## config.mk

```make
export PLATFORM = sky130hd
export DESIGN_NAME = session_admission_arbiter
export DESIGN_NICKNAME = d
export VERILOG_FILES = /design/src/rtl/saa_pkg.sv /design/src/rtl/saa_front.sv /design/src/rtl/saa_back.sv /design/src/rtl/session_admission_arbiter.sv
export SDC_FILE = /design/constraint.sdc
export NUM_CORES = 2
export LEC_CHECK = 0
export CAP_MARGIN = 5
export CELL_PAD_IN_SITES_DETAIL_PLACEMENT = 1
export CELL_PAD_IN_SITES_GLOBAL_PLACEMENT = 2
export CORE_UTILIZATION = 40
export CTS_CLUSTER_SIZE = 16
export DETAILED_ROUTE_END_ITERATION = 16
export DONT_BUFFER_PORTS = 1
export PLACE_DENSITY = 0.86
export SYNTH_ARGS = -nofsm -noshare
export SYNTH_HDL_FRONTEND = slang
export SYNTH_HIERARCHICAL = 1
export SYNTH_SLANG_ARGS = --single-unit
export TNS_END_PERCENT = 100
```

## constraint.sdc

```tcl
create_clock -name clk_i -period 27 [get_ports clk_i]
set_input_delay 5.4 -clock clk_i [delete_from_list [all_inputs] [get_ports clk_i]]
set_output_delay 5.4 -clock clk_i [all_outputs]
set_load 0.02 [all_outputs]
```

## src/rtl/saa_pkg.sv

```systemverilog
// Shared types and constants for the session admission arbiter.
// No dependencies; imported by every module of the block.
package saa_pkg;

  // Field widths fixed by the interface
  localparam int unsigned FIELD_ID_BITS = 16;
  localparam int unsigned KEY_WORD_BITS = 64;
  localparam int unsigned KEY_BITS      = 4 * KEY_WORD_BITS;
  localparam int unsigned ID_BITS_DEF   = 16;
  localparam int unsigned CFG_IDX_BITS  = 3;
  localparam int unsigned CFG_DATA_BITS = 64;

  // Item modes as they arrive on the input
  localparam logic [1:0] MODE_ACT = 2'd0;
  localparam logic [1:0] MODE_ATT = 2'd1;
  localparam logic [1:0] MODE_END = 2'd2;

  // Ranks
  localparam logic [1:0] RANK_NONE = 2'd0;
  localparam logic [1:0] RANK_PAIR = 2'd1;
  localparam logic [1:0] RANK_PLAY = 2'd2;

  // Configuration register indexes
  localparam logic [CFG_IDX_BITS-1:0] CFG_LAST_VALID = 3'd0;
  localparam logic [CFG_IDX_BITS-1:0] CFG_LAST_KEY0  = 3'd1;
  localparam logic [CFG_IDX_BITS-1:0] CFG_LAST_KEY1  = 3'd2;
  localparam logic [CFG_IDX_BITS-1:0] CFG_LAST_KEY2  = 3'd3;
  localparam logic [CFG_IDX_BITS-1:0] CFG_LAST_KEY3  = 3'd4;

  // Operation after decode
  typedef enum logic [1:0] {
    OP_ACT,
    OP_ATT,
    OP_END,
    OP_NONE
  } op_e;

  typedef struct packed {
    logic [1:0]               mode;
    logic [FIELD_ID_BITS-1:0] conn_id;
    logic [KEY_WORD_BITS-1:0] server_key_0;
    logic [KEY_WORD_BITS-1:0] server_key_1;
    logic [KEY_WORD_BITS-1:0] server_key_2;
    logic [KEY_WORD_BITS-1:0] server_key_3;
    logic [1:0]               rank_in;
    logic                     first_activation;
    logic                     attempt_set;
  } in_item_t;

  typedef struct packed {
    logic                     admit;
    logic                     displaced_valid;
    logic [FIELD_ID_BITS-1:0] displaced_id;
    logic                     holder_valid;
    logic [FIELD_ID_BITS-1:0] holder_id;
    logic                     side_valid;
    logic [FIELD_ID_BITS-1:0] side_id;
    logic                     last_known;
  } out_item_t;

  // Classified item passed from front to back
  typedef struct packed {
    op_e                      op;
    logic [FIELD_ID_BITS-1:0] id;
    logic [KEY_BITS-1:0]      key;
    logic [1:0]               rank;
    logic                     first;
    logic                     prog;
  } cls_item_t;

endpackage

```

## src/rtl/saa_front.sv

```systemverilog
// Front end: accepts items, decodes mode, masks the id, saturates the rank,
// and holds up to two classified items for the back end. Uses saa_pkg.
module saa_front import saa_pkg::*; #(
  parameter int unsigned ID_BITS = ID_BITS_DEF
) (
  input  logic      clk_i,
  input  logic      rst_ni,
  input  logic      in_valid_i,
  output logic      in_stall_o,
  input  in_item_t  in_item_i,
  input  logic      pop_i,
  output logic      head_valid_o,
  output cls_item_t head_o
);

  localparam int unsigned IdW = (ID_BITS < FIELD_ID_BITS) ? ID_BITS : FIELD_ID_BITS;

  cls_item_t  cls;
  cls_item_t  ent0_q, ent0_d, ent1_q, ent1_d;
  logic [1:0] cnt_q, cnt_d;
  logic       push;

  // Classify the arriving item
  always_comb begin
    cls       = '0;
    cls.id    = '0;
    cls.id[IdW-1:0] = in_item_i.conn_id[IdW-1:0];
    cls.key   = {in_item_i.server_key_3, in_item_i.server_key_2,
                 in_item_i.server_key_1, in_item_i.server_key_0};
    cls.rank  = (in_item_i.rank_in > RANK_PLAY) ? RANK_PLAY : in_item_i.rank_in;
    cls.first = in_item_i.first_activation;
    cls.prog  = in_item_i.attempt_set;
    case (in_item_i.mode)
      MODE_ACT: cls.op = OP_ACT;
      MODE_ATT: cls.op = OP_ATT;
      MODE_END: cls.op = OP_END;
      default:  cls.op = OP_NONE;
    endcase
  end

  assign in_stall_o   = (cnt_q == 2'd2);
  assign push         = in_valid_i && !in_stall_o;
  assign head_valid_o = (cnt_q != 2'd0);
  assign head_o       = ent0_q;

  // Two-entry shift queue, entry 0 is the head
  always_comb begin
    ent0_d = ent0_q;
    ent1_d = ent1_q;
    cnt_d  = cnt_q;
    case ({push, pop_i})
      2'b01: begin
        ent0_d = ent1_q;
        cnt_d  = cnt_q - 2'd1;
      end
      2'b10: begin
        if (cnt_q == 2'd0) ent0_d = cls;
        else               ent1_d = cls;
        cnt_d = cnt_q + 2'd1;
      end
      2'b11: begin
        if (cnt_q == 2'd1) begin
          ent0_d = cls;
        end else begin
          ent0_d = ent1_q;
          ent1_d = cls;
        end
      end
      default: ;
    endcase
  end

  always_ff @(posedge clk_i or negedge rst_ni) begin
    if (!rst_ni) cnt_q <= 2'd0;
    else         cnt_q <= cnt_d;
  end

  always_ff @(posedge clk_i) begin
    ent0_q <= ent0_d;
    ent1_q <= ent1_d;
  end

endmodule

```

## src/rtl/saa_back.sv

```systemverilog
// Back end: slot state, admission decision and the registered result.
// Also takes configuration writes of the last playback server. Uses saa_pkg.
module saa_back import saa_pkg::*; #(
  parameter int unsigned ID_BITS = ID_BITS_DEF
) (
  input  logic                     clk_i,
  input  logic                     rst_ni,
  input  logic                     head_valid_i,
  input  cls_item_t                head_i,
  output logic                     pop_o,
  output logic                     out_valid_o,
  input  logic                     out_stall_i,
  output out_item_t                out_item_o,
  input  logic                     cfg_we_i,
  input  logic [CFG_IDX_BITS-1:0]  cfg_index_i,
  input  logic [CFG_DATA_BITS-1:0] cfg_data_i
);

  localparam int unsigned IdW = (ID_BITS < FIELD_ID_BITS) ? ID_BITS : FIELD_ID_BITS;

  logic                hold_valid_q, hold_valid_d;
  logic [IdW-1:0]      hold_conn_q, hold_conn_d;
  logic [KEY_BITS-1:0] hold_server_q, hold_server_d;
  logic [1:0]          hold_rank_q, hold_rank_d;
  logic                hold_attempt_q, hold_attempt_d;
  logic                side_present_q, side_present_d;
  logic [IdW-1:0]      side_conn_q, side_conn_d;
  logic [KEY_BITS-1:0] side_server_q, side_server_d;
  logic [1:0]          side_rank_q, side_rank_d;
  logic                side_attempt_q, side_attempt_d;
  logic                last_present_q, last_present_d;
  logic [KEY_BITS-1:0] last_server_q, last_server_d;
  logic                out_valid_q, out_valid_d;
  out_item_t           out_item_q, res;

  logic           fire, hit_hold, hit_side, arr_last, hold_last;
  logic           do_arb, put_h, put_att, admit, disp;
  logic [IdW-1:0] id_w, disp_id;

  assign fire        = head_valid_i && (!out_valid_q || !out_stall_i);
  assign pop_o       = fire;
  assign out_valid_o = out_valid_q;
  assign out_item_o  = out_item_q;

  assign id_w      = head_i.id[IdW-1:0];
  assign hit_hold  = hold_valid_q && (hold_conn_q == id_w);
  assign hit_side  = side_present_q && (side_conn_q == id_w);
  assign arr_last  = last_present_q && (last_server_q == head_i.key);
  assign hold_last = last_present_q && (last_server_q == hold_server_q);

  // Decision and next state
  always_comb begin
    hold_valid_d   = hold_valid_q;
    hold_conn_d    = hold_conn_q;
    hold_server_d  = hold_server_q;
    hold_rank_d    = hold_rank_q;
    hold_attempt_d = hold_attempt_q;
    side_present_d = side_present_q;
    side_conn_d    = side_conn_q;
    side_server_d  = side_server_q;
    side_rank_d    = side_rank_q;
    side_attempt_d = side_attempt_q;
    last_present_d = last_present_q;
    last_server_d  = last_server_q;
    do_arb  = 1'b0;
    put_h   = 1'b0;
    put_att = 1'b0;
    admit   = 1'b0;
    disp    = 1'b0;
    disp_id = '0;

    if (fire) begin
      case (head_i.op)
        OP_ACT: begin
          if (head_i.first && !hit_hold && !hit_side) begin
            do_arb = 1'b1;
          end else if (hit_hold) begin
            // re-activation of the holder keeps its attempt flag
            put_h   = 1'b1;
            put_att = hold_attempt_q;
            admit   = 1'b1;
          end else if (hit_side) begin
            if (head_i.rank == RANK_PAIR) begin
              admit = 1'b1;
            end else begin
              side_present_d = 1'b0;
              do_arb         = 1'b1;
            end
          end
        end
        OP_ATT: begin
          if (hit_hold)      hold_attempt_d = head_i.prog;
          else if (hit_side) side_attempt_d = head_i.prog;
        end
        OP_END: begin
          if (hit_hold) begin
            // side connection moves up into the hold slot
            hold_valid_d   = side_present_q;
            hold_conn_d    = side_conn_q;
            hold_server_d  = side_server_q;
            hold_rank_d    = side_rank_q;
            hold_attempt_d = side_attempt_q;
            side_present_d = 1'b0;
          end else if (hit_side) begin
            side_present_d = 1'b0;
          end
        end
        default: ;
      endcase

      // Arbitration of an incoming connection against the holder
      if (do_arb) begin
        if (!hold_valid_q) begin
          put_h = 1'b1;
          admit = 1'b1;
        end else if (hold_attempt_q) begin
          admit = 1'b0;
        end else if (head_i.rank == RANK_NONE && hold_rank_q == RANK_NONE) begin
          if (arr_last && !hold_last) begin
            put_h = 1'b1;
            admit = 1'b1;
            disp  = 1'b1;
          end
        end else if (hold_rank_q == RANK_PLAY && head_i.rank == RANK_PAIR) begin
          if (!side_present_q) begin
            side_present_d = 1'b1;
            side_conn_d    = id_w;
            side_server_d  = head_i.key;
            side_rank_d    = head_i.rank;
            side_attempt_d = 1'b0;
            admit          = 1'b1;
          end
        end else if (head_i.rank >= hold_rank_q) begin
          put_h = 1'b1;
          admit = 1'b1;
          disp  = 1'b1;
        end
      end

      if (disp) disp_id = hold_conn_q;

      // Load the hold slot; a playback holder becomes the last server
      if (put_h) begin
        hold_valid_d   = 1'b1;
        hold_conn_d    = id_w;
        hold_server_d  = head_i.key;
        hold_rank_d    = head_i.rank;
        hold_attempt_d = put_att;
        if (head_i.rank == RANK_PLAY) begin
          last_present_d = 1'b1;
          last_server_d  = head_i.key;
        end
      end
    end

    // Configuration preload of the last playback server
    if (cfg_we_i) begin
      case (cfg_index_i)
        CFG_LAST_VALID: last_present_d = cfg_data_i[0];
        CFG_LAST_KEY0:  last_server_d[0*KEY_WORD_BITS +: KEY_WORD_BITS] = cfg_data_i;
        CFG_LAST_KEY1:  last_server_d[1*KEY_WORD_BITS +: KEY_WORD_BITS] = cfg_data_i;
        CFG_LAST_KEY2:  last_server_d[2*KEY_WORD_BITS +: KEY_WORD_BITS] = cfg_data_i;
        CFG_LAST_KEY3:  last_server_d[3*KEY_WORD_BITS +: KEY_WORD_BITS] = cfg_data_i;
        default: ;
      endcase
    end
  end

  // Result fields from the updated state
  always_comb begin
    res                 = '0;
    res.admit           = admit;
    res.displaced_valid = disp;
    res.displaced_id[IdW-1:0] = disp_id;
    res.holder_valid    = hold_valid_d;
    if (hold_valid_d) res.holder_id[IdW-1:0] = hold_conn_d;
    res.side_valid      = side_present_d;
    if (side_present_d) res.side_id[IdW-1:0] = side_conn_d;
    res.last_known      = last_present_d;
  end

  assign out_valid_d = fire || (out_valid_q && out_stall_i);

  always_ff @(posedge clk_i or negedge rst_ni) begin
    if (!rst_ni) begin
      hold_valid_q   <= 1'b0;
      hold_conn_q    <= '0;
      hold_server_q  <= '0;
      hold_rank_q    <= RANK_NONE;
      hold_attempt_q <= 1'b0;
      side_present_q <= 1'b0;
      side_conn_q    <= '0;
      side_server_q  <= '0;
      side_rank_q    <= RANK_NONE;
      side_attempt_q <= 1'b0;
      last_present_q <= 1'b0;
      last_server_q  <= '0;
      out_valid_q    <= 1'b0;
    end else begin
      hold_valid_q   <= hold_valid_d;
      hold_conn_q    <= hold_conn_d;
      hold_server_q  <= hold_server_d;
      hold_rank_q    <= hold_rank_d;
      hold_attempt_q <= hold_attempt_d;
      side_present_q <= side_present_d;
      side_conn_q    <= side_conn_d;
      side_server_q  <= side_server_d;
      side_rank_q    <= side_rank_d;
      side_attempt_q <= side_attempt_d;
      last_present_q <= last_present_d;
      last_server_q  <= last_server_d;
      out_valid_q    <= out_valid_d;
    end
  end

  // Result register, loaded whenever an item is carried out
  always_ff @(posedge clk_i) begin
    if (fire) out_item_q <= res;
  end

endmodule

```

## src/rtl/session_admission_arbiter.sv

```systemverilog
// Throughput: one item per cycle while the result is not stalled;
// each item yields exactly one result item. An accepted item is registered in the
// two-entry front queue, then decided and loaded into the result register.
// The input stalls only once both queue entries are full behind a stalled result.
// Reset (rst_ni low, asynchronous): both slots empty, no last playback server.
// Configuration writes are always ready and load the last playback server at once.
module session_admission_arbiter import saa_pkg::*; #(
  parameter int unsigned ID_BITS = ID_BITS_DEF
) (
  input  logic                     clk_i,
  input  logic                     rst_ni,
  input  logic                     in_valid_i,
  output logic                     in_stall_o,
  input  in_item_t                 in_item_i,
  output logic                     out_valid_o,
  input  logic                     out_stall_i,
  output out_item_t                out_item_o,
  input  logic                     cfg_valid_i,
  output logic                     cfg_ready_o,
  input  logic [CFG_IDX_BITS-1:0]  cfg_index_i,
  input  logic [CFG_DATA_BITS-1:0] cfg_data_i
);

  logic      head_valid, pop;
  cls_item_t head;

  assign cfg_ready_o = 1'b1;

  // Front: accept and classify
  saa_front #(
    .ID_BITS (ID_BITS)
  ) u_front (
    .clk_i        (clk_i),
    .rst_ni       (rst_ni),
    .in_valid_i   (in_valid_i),
    .in_stall_o   (in_stall_o),
    .in_item_i    (in_item_i),
    .pop_i        (pop),
    .head_valid_o (head_valid),
    .head_o       (head)
  );

  // Back: decide, update slots, present result
  saa_back #(
    .ID_BITS (ID_BITS)
  ) u_back (
    .clk_i        (clk_i),
    .rst_ni       (rst_ni),
    .head_valid_i (head_valid),
    .head_i       (head),
    .pop_o        (pop),
    .out_valid_o  (out_valid_o),
    .out_stall_i  (out_stall_i),
    .out_item_o   (out_item_o),
    .cfg_we_i     (cfg_valid_i && cfg_ready_o),
    .cfg_index_i  (cfg_index_i),
    .cfg_data_i   (cfg_data_i)
  );

endmodule

```

# Yosys cells after proc, flatten, opt, wreduce, memory -nomap -nowiden
# Index checks and enable logic that the tools add are counted.
dict set report op_classes {
  muxes 111
  magnitude_cmp 2
  addsub 2
  reduce_logical 38
  eq_ne 26
  bitwise_logic 3
}
# op n
set ops {}
lappend ops {{$mux 256} 7}
lappend ops {{$mux 278} 4}
lappend ops {{$pmux 278 s3} 1}
lappend ops {{$pmux 278 s2} 1}
lappend ops {{$eq 256x256->1} 2}
lappend ops {{$mux 64} 4}
lappend ops {{$mux 16} 11}
lappend ops {{$mux 1} 75}
lappend ops {{$eq 16x16->1} 2}
lappend ops {{$eq 2x2->1 const B} 7}
lappend ops {{$logic_and 1x1->1} 12}
lappend ops {{$eq 2x1->1 const B} 5}
lappend ops {{$logic_not 2->1} 5}
lappend ops {{$reduce_bool 2->1} 5}
lappend ops {{$mux 2} 4}
lappend ops {{$reduce_and 7->1} 1}
lappend ops {{$eq 3x2->1 const B} 2}
lappend ops {{$logic_not 1->1} 6}
lappend ops {{$ne 3x1->1 const B} 2}
lappend ops {{$pmux 2 s3} 1}
lappend ops {{$reduce_and 3->1} 2}
lappend ops {{$reduce_bool 3->1} 2}
lappend ops {{$reduce_and 5->1} 1}
lappend ops {{$ne 2x2->1 const B} 2}
lappend ops {{14 further kinds} 18}
dict set report totals {
  out_inout_bits 56
  regBits 1421
  in_bits 350
  wordCells 216
}

# Logic depth before layout (Yosys ltp)
dict set report depth {
  depth_word 18
  mapped_depth 15
  mapped_depth_nobuf 11
}

# Modules after synthesis
# Netlist, hierarchy kept.
# mod seq_area_each_um2 area_each_um2 cells_each n_inst
set by_module_without_submodules {}
lappend by_module_without_submodules {saa_back 21861.0 48968.2 5234 1}
lappend by_module_without_submodules {saa_front 16746.1 20604.8 1096 1}
lappend by_module_without_submodules {session_admission_arbiter 0.0 11.3 2 1}

# Least setup slack after synthesis
# OpenSTA, ideal clock, no wires.
dict set report synth_path {
  kind {input -> register}
  from {input out_stall_i}
  to {register u_front.ent0_q, in the netlist u_front/head_o[0] (enable)}
  n_path_buf 1
  required_ns 25.698
  path_slack_ns -1.694
  path_stages 7
  arrival_ns 27.392
  cell_sequence {nand2_1 nand2_1 clkinv_1 clkbuf_1 inv_1 ha_1 o21ai_0}
}
dict set report synth_between {
  elab_chain_len 6
  elab_cells_between_ends 9
}
# element line_no
set synth_lines {}
lappend synth_lines {{from (decl)} session_admission_arbiter.sv:16} ;# input logic out_stall_i,
lappend synth_lines {{$logic_not 1->1 *} saa_back.sv:40} ;# assign fire = head_valid_i && (!out_valid_q || !out_stall_i);
lappend synth_lines {{$logic_or 1x1->1 *} saa_back.sv:40}
lappend synth_lines {{$logic_and 1x1->1 *} saa_back.sv:40}
lappend synth_lines {{net pop} session_admission_arbiter.sv:24} ;# logic head_valid, pop;
lappend synth_lines {{$eq 2x2->1 or $eq 2x1->1 (tied branches)} saa_front.sv:51} ;# case ({push, pop_i})
lappend synth_lines {{$ne 2x1->1 (no line) or $reduce_bool 3->1 (tied branches)} --}
lappend synth_lines {{$reduce_and 2->1 (no line) *} --}
lappend synth_lines {{to (signal assigned)} saa_front.sv:79} ;# ent0_q <= ent0_d;
lappend synth_lines {{to (decl)} saa_front.sv:19} ;# cls_item_t ent0_q, ent0_d, ent1_q, ent1_d;
# Mark *: on every way through the listed nets, which the timed path passes. The rest lies on a longest branch.
# A chain may end at the register's enable or synchronous reset.

# Worst setup path after layout
dict set report layout_path {
  from {input out_stall_i}
  to {register u_back.last_server_q[123]}
}
dict set report layout_between {
  elab_chain_len 6
}
# element line_no
set layout_lines {}
lappend layout_lines {{$logic_not 1->1 *} saa_back.sv:40}
lappend layout_lines {{$logic_or 1x1->1 *} saa_back.sv:40}
lappend layout_lines {{$logic_and 1x1->1 *} saa_back.sv:40}
lappend layout_lines {{net pop} session_admission_arbiter.sv:24}
lappend layout_lines {{$mux 256 *} saa_back.sv:72} ;# if (fire) begin
lappend layout_lines {{$mux 64} saa_back.sv:158} ;# case (cfg_index_i)
lappend layout_lines {{$mux 256 *} saa_back.sv:157} ;# if (cfg_we_i) begin
lappend layout_lines {{net u_back.last_server_d[123]} saa_back.sv:32} ;# logic [KEY_BITS-1:0] last_server_q, last_server_d;
lappend layout_lines {{to (signal assigned)} saa_back.sv:211} ;# last_server_q <= last_server_d;
lappend layout_lines {{to (decl)} saa_back.sv:32}
# Marked as above.

==> reports/metrics.yaml <==
synth_adder_area_share_pct: 0.198
synth.area.mux_share_pct: 8.08
crit_chain: "nand2_1, nand2_1, clkinv_2, buf_4, nand3_4, buf_4, buf_4, buf_4, nor3_1, a211oi_1, a21oi_1, a211oi_1"
ys_seq_elements: 1421
drive_gt1_share_pct: 10.2
fin_util_pct: 44.6
status: "finished, final reports clean"
grt_util_met1_pct: 45.2
power_frac_seq_pct: 40.7
drv_cap: 0
met2_usage_pct: 51.4
start_util_pct: 40.4
dp_hpwl_um: 212000
p_switching_w: 0.00466
ctsHoldBuffers: 0
endpoint_kind: "flop"
synth.distinct_cells: 62
clkPwrFrac_pct: 22.0
setup_viol: 0
slowest_stage: "buf_4"
synth_xor_xnor_area_share_pct: 5.26
postSynth.asyncResetShare_pct: 57.1
first_pass_iters: 7
setup_tns_ns: 0
cts.path.max_buffers: 3
met3_usage_pct: 8.55
power.leakage_nw: 31.7
max-slew-margin-rel_pct: 6.78
rsz0062_at_grt: "false"
antenna_found_initial: 38
fin_nets: 6442
p_int_w: 0.00571
worstPathMaxFanout: 82
synth_edf_count: 609
syn_area_sq_mm: 0.0696
synth-compound-area-share_pct: 12.7
cts_buffers: 159
routed_via_density: 6.51
antenna_left: 0
nFillCells: 18300
htreeDepth: 4
gr-total-overflow: 0
drv_slew: 0
fp.dieH_um: 419
top_usage_layer: "met2"
avgSynthCellArea_sq_um: 11.0
clk_latency_ns: 0.85
die_width_um: 419
start_kind: "input pin"
drt_wl_total_um: 306000
power_w: 0.0104
grt_max_degree: 240
tightest_slew_ns: 1.40
worst_path_most_repeated_cell: "buf_4"
io_buffers: 0
cts_resized: 0
ys_seq_area_share_pct: 55.5
yosysWarnings: 6
power_frac_comb_pct: 37.3
path_delay_family: "buffers and inverters"
synth_top_family_by_area: "simple AND/OR/NAND/NOR gates"
clkTransAtPathRegs_ns: 0.06
swShare_pct: 44.9
drtIter0Drc: 6921
pwr_density_cell_mw_per_mm2: 135
drcViolationCount: 0
root_buffer: "clkbuf_16"
fin_crit_ns: 9.95
hold_path.class: "reg -> reg"
avgRoutedWirePerCell_um: 35.7
crit_type: "in -> reg"
grtUsageTotal_pct: 34.3
ioPinCount: 406
cp.required_ns: 27.74
period_share_pct: 36.8
clock.fmax_mhz: 101
die-area_sq_mm: 0.176
syn-num-nets: 6693
synthCells: 6332
worst_slack_ns: 17.05
place.gp.congestion: 1.06
fin_skew_ns: 0.0416
grt_pass1_vias: 55000
cts_setup_buffers: 0
syn2layout_area_growth_pct: 10.3
ys.flop_type: "dfrtp_1"
slowest_delay_ns: 0.93
cp_num_buf_inv: 5
cp.arrival_ns: 10.69
pre_cts_slack_ns: 16.50
rows: 152
grt_pass1_wl_um: 429000
cts_tree: "yes"
final_common_cell: "dfrtp_1"
synthSimpleGateAreaFrac_pct: 14.6
clock-sinks: 1421
num_vias: 55800
finalHoldViolCount: 0
core_area_sq_mm: 0.172
layout_common_cells: "dfrtp_1, nor3_1, edfxtp_1"
hold_slack_ns: 0.500
vdd_drop_max_v: 0.0000718
cells by family after synthesis:
group	Yosys count
compound gates	1310
other cells	1
mux	528
flops	1421
fa+ha+maj	11
xor+xnor	418
simple gates	2062
buf+inv	581
power groups by stage:
stage          logic, W  clock network [W]  registers (W)
3_3_place_gp    0.00362                  0        0.00419
6_report        0.00387            0.00228        0.00423
2_1_floorplan   0.00222                  0        0.00402
5_1_grt         0.00399            0.00238        0.00428
3_5_place_dp    0.00372                  0        0.00423
4_1_cts         0.00374            0.00231        0.00420
worst paths after layout:
| kind | cells past startpoint | slack, ns | to | start |
|---|---|---|---|---|
| max in group asynchronous | 2 | 20.22 | u_back/hold_server_q[171]$_DFFE_PN0P_ | rst_ni |
| max | 12 | 17.05 | u_back/last_server_q[123]$_DFF_PN0_ | out_stall_i |
| max reg2reg | 13 | 18.86 | u_back/last_server_q[170]$_DFF_PN0_ | u_front/head_o[196]$_DFFE_PP_ |
| min in group asynchronous | 0 | 4.30 | u_back/side_server_q[34]$_DFFE_PN0P_ | rst_ni |
| min reg2reg | 2 | 0.50 | u_back/side_attempt_q$_DFFE_PN0P_ | u_back/side_attempt_q$_DFFE_PN0P_ |
| min | 2 | 0.50 | u_back/side_attempt_q$_DFFE_PN0P_ | u_back/side_attempt_q$_DFFE_PN0P_ |
final cells by class:
type,count,area (sq um),share of cell area [%]
antenna,44,110,0.143
tap,2310,2890,3.77
sequential,1421,38600,50.3
clock buffer,223,4490,5.84
inverter,87,328,0.427
clock inverter,76,887,1.16
timing repair buffer,82,795,1.04
multi-input combinational,4330,28700,37.3
Yosys cell counts (3+ instances only):
master,number,area (sq um)
buf_4,7,52.6
o21ai_0,53,265
o2111a_1,3,33.8
and2_1,37,231
buf_2,99,495
nor2_1,485,1820
a31oi_1,18,113
o2111ai_1,8,70.1
buf_6,25,282
a21o_1,3,22.5
nor4_1,105,657
a32oi_1,69,604
nand2b_1,127,795
a22oi_1,71,533
o22ai_1,22,138
ha_1,11,138
o2bb2ai_1,3,26.3
and3_1,3,18.8
a21oi_1,280,1400
nand4_1,105,657
or4_1,8,60.1
edfxtp_1,609,18300
o221ai_1,5,43.8
mux2_2,272,3060
a2111o_1,3,33.8
a22o_1,230,2010
o21ai_1,220,1100
a2111oi_0,9,78.8
nand2_1,113,424
and4_1,8,70.1
mux2i_1,256,2560
nor2b_1,41,257
clkbuf_1,310,1160
nand3_1,284,1420
xnor2_1,118,1030
inv_1,85,319
a211oi_1,302,2270
buf_1,53,199
xor2_1,300,2630
nor3_1,734,3670
dfrtp_1,812,20300
worst reg2reg max path, cell delays in order (launching register included):
cell,delay (ns)
edfxtp_1,0.52
xnor2_1,0.96
nand4_1,0.54
or4_1,0.64
nor4_1,0.29
buf_4,0.22
nand4_1,0.28
or3b_1,0.66
o22ai_4,0.56
buf_4,0.90
buf_4,1.08
buf_4,0.85
nor3_1,0.21
a211oi_1,0.31
layer usage:
metal | up-vias | part of all wire, %
met3 | 647 | 8.9
met1 | 29200 | 40
met2 | 2731 | 45
li1 | 23100 | -
met4 | 44 | 6.2
met5 | - | 0.096
stage by stage:
stage | cell area [sq um] | cells
6_report | 76800 | 8573
5_1_grt | 76700 | 8559
4_1_cts | 76600 | 8526
3_5_place_dp | 71200 | 8227
3_3_place_gp | 71200 | 8227
2_1_floorplan | 69600 | 6332
state kept, by name, indices dropped and copies added (netlist names):
register               flops
u_back/last_present_q      1
u_back/hold_valid_q        1
u_back/hold_conn_q        16
u_back/hold_rank_q         2
u_back/last_server_q     256
u_front/cnt_q              2
u_back/out_valid_o         1
u_back/side_server_q     256
u_back/side_conn_q        16
u_back/side_attempt_q      1
u_back/side_present_q      1
u_front/head_o           278
u_back/out_item_o         53
u_back/side_rank_q         2
u_back/hold_server_q     256
u_front/ent1_q           278
u_back/hold_attempt_q      1
Note: power is estimated with default switching activity, not from simulation.
